--- src/rtl/core/fesm_pkg.sv ---
// Shared types, widths, codes and the saturating negation helper of the frame element
// stiffness matrix block. Depends on nothing.
package fesm_pkg;

  localparam int MATRIX_ORDER   = 6;
  localparam int NODE_DOF_COUNT = 3;

  localparam int COORD_W   = 32;
  localparam int DIFF_W    = 33;
  localparam int LEN2_W    = 66;
  localparam int LEN_W     = 34;
  localparam int L3_W      = 100;
  localparam int RIG_W     = 48;
  localparam int VAL_W     = 64;
  localparam int IDX_W     = 3;
  localparam int CFG_IDX_W = 4;
  localparam int DIVN_W    = 128;
  localparam int DIVD_W    = 100;
  localparam int DIVQ_W    = 63;
  localparam int MUL_W     = 68;
  localparam int PROD_W    = 128;

  localparam logic [CFG_IDX_W-1:0] CFG_AXIAL   = 4'd0;
  localparam logic [CFG_IDX_W-1:0] CFG_BENDING = 4'd1;

  localparam logic signed [VAL_W-1:0] VAL_MAX = 64'sh7FFF_FFFF_FFFF_FFFF;
  localparam logic signed [VAL_W-1:0] VAL_MIN = 64'sh8000_0000_0000_0000;

  typedef struct packed {
    logic signed [COORD_W-1:0] start_x;
    logic signed [COORD_W-1:0] start_y;
    logic signed [COORD_W-1:0] end_x;
    logic signed [COORD_W-1:0] end_y;
  } in_item_t;

  typedef struct packed {
    logic [IDX_W-1:0]        row_index;
    logic [IDX_W-1:0]        col_index;
    logic signed [VAL_W-1:0] entry_value;
    logic                    last_entry;
    logic                    degenerate;
  } out_item_t;

  typedef struct packed {
    logic signed [DIFF_W-1:0] dx;
    logic signed [DIFF_W-1:0] dy;
    logic                     degen;
  } work_t;

  // Element terms handed from the compute sequencer to the emitter.
  typedef struct packed {
    logic signed [VAL_W-1:0] tr_a;
    logic signed [VAL_W-1:0] tr_b;
    logic signed [VAL_W-1:0] tr_c;
    logic signed [VAL_W-1:0] cpl0;
    logic signed [VAL_W-1:0] cpl1;
    logic [DIVQ_W-1:0]       k4;
    logic [DIVQ_W-1:0]       k2;
    logic                    degen;
  } terms_t;

  function automatic logic signed [VAL_W-1:0] sat_neg(input logic signed [VAL_W-1:0] x);
    if (x == VAL_MIN) begin
      return VAL_MAX;
    end
    return -x;
  endfunction

endpackage

--- src/rtl/core/fesm_queue.sv ---
// Small register queue with push/full and pop/empty sides.
// Generic; depends on nothing.
module fesm_queue #(
  parameter int W     = 8,
  parameter int DEPTH = 2
) (
  input  logic         clk,
  input  logic         rst_n,
  input  logic         push,
  output logic         full,
  input  logic [W-1:0] wdata,
  input  logic         pop,
  output logic         empty,
  output logic [W-1:0] rdata
);

  localparam int PTR_W = (DEPTH > 1) ? $clog2(DEPTH) : 1;
  localparam int CNT_W = $clog2(DEPTH + 1);

  logic [W-1:0]     mem_r [DEPTH];
  logic [PTR_W-1:0] wr_ptr_r;
  logic [PTR_W-1:0] rd_ptr_r;
  logic [CNT_W-1:0] cnt_r;
  logic             do_push;
  logic             do_pop;

  assign full    = (cnt_r == CNT_W'(DEPTH));
  assign empty   = (cnt_r == '0);
  assign do_push = push && !full;
  assign do_pop  = pop && !empty;
  assign rdata   = mem_r[rd_ptr_r];

  always_ff @(posedge clk) begin
    if (do_push) begin
      mem_r[wr_ptr_r] <= wdata;
    end
  end

  always_ff @(posedge clk) begin
    if (!rst_n) begin
      wr_ptr_r <= '0;
      rd_ptr_r <= '0;
      cnt_r    <= '0;
    end else begin
      if (do_push) begin
        wr_ptr_r <= (wr_ptr_r == PTR_W'(DEPTH - 1)) ? '0 : wr_ptr_r + 1'b1;
      end
      if (do_pop) begin
        rd_ptr_r <= (rd_ptr_r == PTR_W'(DEPTH - 1)) ? '0 : rd_ptr_r + 1'b1;
      end
      if (do_push && !do_pop) begin
        cnt_r <= cnt_r + 1'b1;
      end else if (do_pop && !do_push) begin
        cnt_r <= cnt_r - 1'b1;
      end
    end
  end

endmodule

--- src/rtl/core/fesm_front.sv ---
// Front end: takes element end points, forms the coordinate differences and
// flags zero-length elements. Depends on fesm_pkg and fesm_queue.
module fesm_front #(
  parameter int DEPTH = 2
) (
  input  logic               clk,
  input  logic               rst_n,
  input  logic               in_push,
  output logic               in_full,
  input  fesm_pkg::in_item_t in_data,
  input  logic               q_pop,
  output logic               q_empty,
  output fesm_pkg::work_t    q_data
);

  fesm_pkg::work_t item;
  logic [$bits(fesm_pkg::work_t)-1:0] q_rdata;

  always_comb begin
    item.dx = $signed({in_data.end_x[fesm_pkg::COORD_W-1], in_data.end_x})
            - $signed({in_data.start_x[fesm_pkg::COORD_W-1], in_data.start_x});
    item.dy = $signed({in_data.end_y[fesm_pkg::COORD_W-1], in_data.end_y})
            - $signed({in_data.start_y[fesm_pkg::COORD_W-1], in_data.start_y});
    item.degen = (item.dx == '0) && (item.dy == '0);
  end

  fesm_queue #(
    .W     ($bits(fesm_pkg::work_t)),
    .DEPTH (DEPTH)
  ) u_work_queue (
    .clk   (clk),
    .rst_n (rst_n),
    .push  (in_push),
    .full  (in_full),
    .wdata (item),
    .pop   (q_pop),
    .empty (q_empty),
    .rdata (q_rdata)
  );

  assign q_data = fesm_pkg::work_t'(q_rdata);

endmodule

--- config.mk ---
export PLATFORM = sky130hd
export DESIGN_NAME = fesm_front
export DESIGN_NICKNAME = d
export VERILOG_FILES = /design/src/rtl/core/fesm_pkg.sv /design/src/rtl/core/fesm_queue.sv /design/src/rtl/core/fesm_front.sv
export SDC_FILE = /design/constraint.sdc
export NUM_CORES = 1
export LEC_CHECK = 0
export ABC_AREA = 1
export ABC_CLOCK_PERIOD_IN_PS = 8950
export BUFFER_PORTS_ARGS = -buffer_cell sky130_fd_sc_hd__buf_2
export CAP_MARGIN = 20
export CORE_MARGIN = 3
export CORE_UTILIZATION = 35
export DETAILED_ROUTE_END_ITERATION = 10
export GPL_ROUTABILITY_DRIVEN = 0
export SETUP_SLACK_MARGIN = 0.3
export SYNTH_ARGS = -nofsm -noshare
export SYNTH_HDL_FRONTEND = slang
export SYNTH_SLANG_ARGS = --single-unit
--- constraint.sdc ---
create_clock -name clk -period 8.95 [get_ports clk]
set_input_delay 0.895 -clock clk [delete_from_list [all_inputs] [get_ports clk]]
set_output_delay 0.895 -clock clk [all_outputs]
set_load 0.02 [all_outputs]
==> flow_results.xml <==
<?xml version="1.0" encoding="UTF-8"?>
<metrics>
  <group name="pwr">
    <metric name="largest_voltage_drop_on_the_vdd_net" unit="uV">132.6</metric>
    <metric name="switchingPower" unit="W">0.0009594</metric>
    <metric name="power-per-cell-area" unit="nW/um2">198.4</metric>
    <metric name="power.clock.fraction" unit="%">28.1</metric>
    <metric name="cellInternalPower" unit="W">0.001592</metric>
    <metric name="share_comb_of_total_power" unit="%">36.6</metric>
    <metric name="power.share.sequential" unit="%">35.3</metric>
    <metric name="total_leakage_power" unit="nW">6.726</metric>
    <metric name="switching_share" unit="%">37.60</metric>
  </group>
  <group name="logic_synthesis">
    <metric name="synth-simple-area-share" unit="%">30.35</metric>
    <metric name="post_synth_inst_count" unit="">1451</metric>
    <metric name="synth_xor_area_share" unit="%">0.3261</metric>
    <metric name="seq_area_frac_synth" unit="%">38.38</metric>
    <metric name="synthDistinctLibCells" unit="">37</metric>
    <metric name="synthAdderAreaFrac" unit="%">7.942</metric>
    <metric name="leading_register_cell_type_out_of_synthesis" unit="">sky130_fd_sc_hd__edfxtp_1</metric>
    <metric name="synth_compound_area_share" unit="%">4.134</metric>
    <metric name="syn_area" unit="um2">10740</metric>
    <metric name="synth.ff_latch_count" unit="">139</metric>
    <metric name="syn_nets" unit="">1650</metric>
    <metric name="synth_enable_flop_cells" unit="">134</metric>
    <metric name="synth_top_family_by_area" unit="">simple AND/OR/NAND/NOR gates</metric>
    <metric name="synth_area_per_cell" unit="um2">7.405</metric>
    <metric name="yosys-mux-area-fraction" unit="%">7.022</metric>
    <metric name="yosys_warn_count" unit="">0</metric>
    <metric name="synth_async_sr_flop_share" unit="%">0</metric>
  </group>
  <group name="drt">
    <metric name="routed_wire_length_per_instance" unit="um">14.10</metric>
    <metric name="num_vias" unit="">9626</metric>
    <metric name="post-route-drc-count" unit="">0</metric>
    <metric name="avgViaCountPerCell" unit="">4.652</metric>
    <metric name="drt-pass1-iter-count" unit="">5</metric>
    <metric name="ant_nets" unit="">0</metric>
    <metric name="drt_iter0_drc" unit="">673</metric>
    <metric name="drt-total-wl" unit="um">29170</metric>
  </group>
  <group name="worst_setup_path">
    <metric name="timing.critical_path.fanout_max" unit="">38</metric>
    <metric name="setup.worst_path.start_class" unit="">register</metric>
    <metric name="timing.critical_path.required" unit="ps">8060</metric>
    <metric name="critical_path_class" unit="">reg -&gt; out</metric>
    <metric name="setup.worst_path.end_class" unit="">output pin</metric>
    <metric name="cp_data_arrival_time" unit="ps">2450</metric>
  </group>
  <group name="worst_hold_path">
    <metric name="type_of_the_worst_min_delay_path" unit="">reg -&gt; reg</metric>
  </group>
  <group name="place">
    <metric name="placed_cell_area" unit="um2">12240</metric>
    <metric name="buffer_ports.inserted" unit="">200</metric>
    <metric name="hpwlAfterDp" unit="um">24240</metric>
  </group>
  <group name="sta">
    <metric name="period_needed" unit="ps">3344</metric>
    <metric name="setup_viol_count_final" unit="">0</metric>
    <metric name="setup_total_negative_slack" unit="ps">0</metric>
    <metric name="grt_setup_unrepaired" unit="">false</metric>
    <metric name="part_of_the_cycle_the_worst_path_needs" unit="%">37.36</metric>
    <metric name="timing_max_transition_violations_final" unit="">0</metric>
    <metric name="max_freq" unit="MHz">299.0</metric>
    <metric name="timing_worst_slew_pin_value" unit="ps">951.3</metric>
    <metric name="clock_skew" unit="ps">8.571</metric>
    <metric name="timing.max_slew.rel_slack" unit="%">36.58</metric>
    <metric name="final-hold-violation-count" unit="">0</metric>
  </group>
  <group name="die">
    <metric name="initial_utilization" unit="%">35.87</metric>
    <metric name="dieHeight" unit="um">181.2</metric>
    <metric name="die-width" unit="um">181.2</metric>
    <metric name="design.core.area" unit="um2">29950</metric>
    <metric name="num_io_pins" unit="">201</metric>
    <metric name="floorplan.rows" unit="">63</metric>
    <metric name="fp.dieArea" unit="um2">32840</metric>
  </group>
  <group name="final_layout">
    <metric name="antennaDiodeCount" unit="">0</metric>
    <metric name="drive_above_1_share" unit="%">22.33</metric>
    <metric name="area_delta_synth_final" unit="%">19.70</metric>
    <metric name="nets" unit="">1865</metric>
    <metric name="fill_cells" unit="">3140</metric>
    <metric name="final_area" unit="um2">12860</metric>
  </group>
  <group name="outcome">
    <metric name="status" unit="">complete, no violations</metric>
  </group>
  <group name="global_routing">
    <metric name="grt_pass1_vias" unit="">8967</metric>
    <metric name="groute.usage.overall" unit="%">17.52</metric>
    <metric name="grt_use_met3" unit="%">3.201</metric>
    <metric name="grt_use_met2" unit="%">27.27</metric>
    <metric name="grt_max_degree" unit="">68</metric>
    <metric name="initial_antenna_violation_count" unit="">0</metric>
    <metric name="gr-max-usage-layer" unit="">met2</metric>
    <metric name="grt_pass1_wl" unit="um">45970</metric>
    <metric name="grt_util_met1" unit="%">25.10</metric>
    <metric name="grt.overflow.total" unit="">0</metric>
  </group>
  <group name="run">
    <metric name="max-cap-violations" unit="">0</metric>
  </group>
  <group name="clocking">
    <metric name="clock-root-buffer" unit="">sky130_fd_sc_hd__clkbuf_16</metric>
    <metric name="cts-buffers-inserted" unit="">17</metric>
    <metric name="clk-insertion-delay-late" unit="ps">420</metric>
    <metric name="clock_path_buffers" unit="">2</metric>
    <metric name="cts.repair_timing.setup_buffer_count" unit="">0</metric>
    <metric name="cts_htree_levels" unit="">4</metric>
    <metric name="worst_setup_hold_path_clk_slew" unit="ps">70</metric>
    <metric name="ctsResizeCount" unit="">0</metric>
    <metric name="holdBufCountCts" unit="">0</metric>
    <metric name="numClockSinks" unit="">139</metric>
    <metric name="tritoncts" unit="">yes</metric>
  </group>
</metrics>
-- cell families (layout without fill, tap and decap cells) --
family / count (synthesis) / in the layout
AOI/OAI and AO/OA: 80 / 80
muxes: 67 / 67
adders and majority gates: 67 / 67
DFF: 139 / 139
and+or+nand+nor: 756 / 756
buffers and inverters: 338 / 566
xor gates and xnor gates: 4 / 4
-- through the flow --
| step | std cells | utilization [%] | total power (W) | hold WS [ps] | worst slack, ps |
|---|---|---|---|---|---|
| 5_1_grt | 2069 | 42.94 | 0.002711 | 497.0 | 5438 |
| 2_1_floorplan | 1451 | - | 0.001546 | 447.4 | 4598 |
| 3_5_place_dp | 2037 | 40.87 | 0.001859 | 463.9 | 5545 |
| 6_report | 2069 | 42.94 | 0.002551 | 471.1 | 5606 |
| 3_3_place_gp | 2037 | 40.87 | 0.001848 | 454.9 | 5632 |
| 4_1_cts | 2069 | 42.94 | 0.002584 | 476.3 | 5515 |
-- worst max-delay path, stage by stage, from the launching register on --
cell	delay, ps
sky130_fd_sc_hd__dfxtp_2	800
sky130_fd_sc_hd__buf_4	580
sky130_fd_sc_hd__mux2_2	440
sky130_fd_sc_hd__buf_2	170
-- flip-flops by register name, summed over array words and instances, names as in the netlist, named ones only --
register / flops
u_work_queue.cnt_r: 2
u_work_queue.mem_r: 134
u_work_queue.rd_ptr_r: 1
u_work_queue.wr_ptr_r: 1
-- synth_stat cells (5+ instances only) --
master / n / area share, %
sky130_fd_sc_hd__nand2_2: 34 / 2.0
sky130_fd_sc_hd__inv_1: 325 / 11
sky130_fd_sc_hd__a21oi_1: 47 / 2.2
sky130_fd_sc_hd__o21ai_0: 13 / 0.61
sky130_fd_sc_hd__ha_1: 65 / 7.6
sky130_fd_sc_hd__nor3_2: 5 / 0.47
sky130_fd_sc_hd__inv_2: 6 / 0.21
sky130_fd_sc_hd__dfxtp_1: 5 / 0.93
sky130_fd_sc_hd__edfxtp_1: 134 / 37
sky130_fd_sc_hd__mux2_2: 67 / 7.0
sky130_fd_sc_hd__nor2_1: 107 / 3.7
sky130_fd_sc_hd__nor2_2: 12 / 0.70
sky130_fd_sc_hd__nand3_1: 72 / 3.4
sky130_fd_sc_hd__nand3_2: 7 / 0.65
sky130_fd_sc_hd__nand2_1: 471 / 16
sky130_fd_sc_hd__o21bai_1: 6 / 0.42
sky130_fd_sc_hd__nand3b_1: 15 / 1.0
sky130_fd_sc_hd__nand4_1: 20 / 1.2
sky130_fd_sc_hd__nor3_1: 5 / 0.23
-- path summary, 6_finish.rpt --
kind / startpoint / end / slack, ps / cells past startpoint
worst min-delay path: u_work_queue.rd_ptr_r / u_work_queue.rd_ptr_r / 470 / 2
worst min register to register: u_work_queue.rd_ptr_r / u_work_queue.rd_ptr_r / 470 / 2
worst max register to register: u_work_queue.cnt_r[1] / u_work_queue.mem_r[1][27] / 6660 / 4
worst max-delay path: register / q_data[23] / 5610 / 3
-- metal layers --
metal	wire, um	share of wire, %
met1	14170	49
met2	12650	43
met3	1835	6.3
met4	521	1.8
met5	0	0
-- layout by cell type, fill, tap and decap left out, types with 12 or more instances in the layout --
cell type                     n
sky130_fd_sc_hd__buf_2      200
sky130_fd_sc_hd__nor2_1     105
sky130_fd_sc_hd__nand3_1     72
sky130_fd_sc_hd__mux2_2      67
sky130_fd_sc_hd__edfxtp_1   134
sky130_fd_sc_hd__ha_1        65
sky130_fd_sc_hd__inv_1      325
sky130_fd_sc_hd__o21ai_0     13
sky130_fd_sc_hd__clkbuf_16   17
sky130_fd_sc_hd__nand2_1    471
sky130_fd_sc_hd__nor2_2      12
sky130_fd_sc_hd__nand3b_1    15
sky130_fd_sc_hd__nand2_2     34
sky130_fd_sc_hd__a21oi_1     47
sky130_fd_sc_hd__nand4_1     20
-- power by group through the flow --
stage | Sequential (W) | Combinational, W | Clock (W)
6_report | 0.000901 | 0.000935 | 0.000716
5_1_grt | 0.000913 | 0.00103 | 0.000764
4_1_cts | 0.000903 | 0.000947 | 0.000735
3_5_place_dp | 0.000917 | 0.000942 | 0
3_3_place_gp | 0.000912 | 0.000936 | 0
2_1_floorplan | 0.000902 | 0.000644 | 0
-- cell type report --
type	count	area, um2	share of cell area (%)
clock buffers	17	425.4	3.308
clock inverters	15	193.9	1.508
inverters	331	1242	9.660
repair buffers	203	1023	7.958
well taps	390	488.0	3.794
flip-flops and latches	139	4125	32.08
multi-input cells	974	5363	41.70
(Power assumes the default switching activity.)
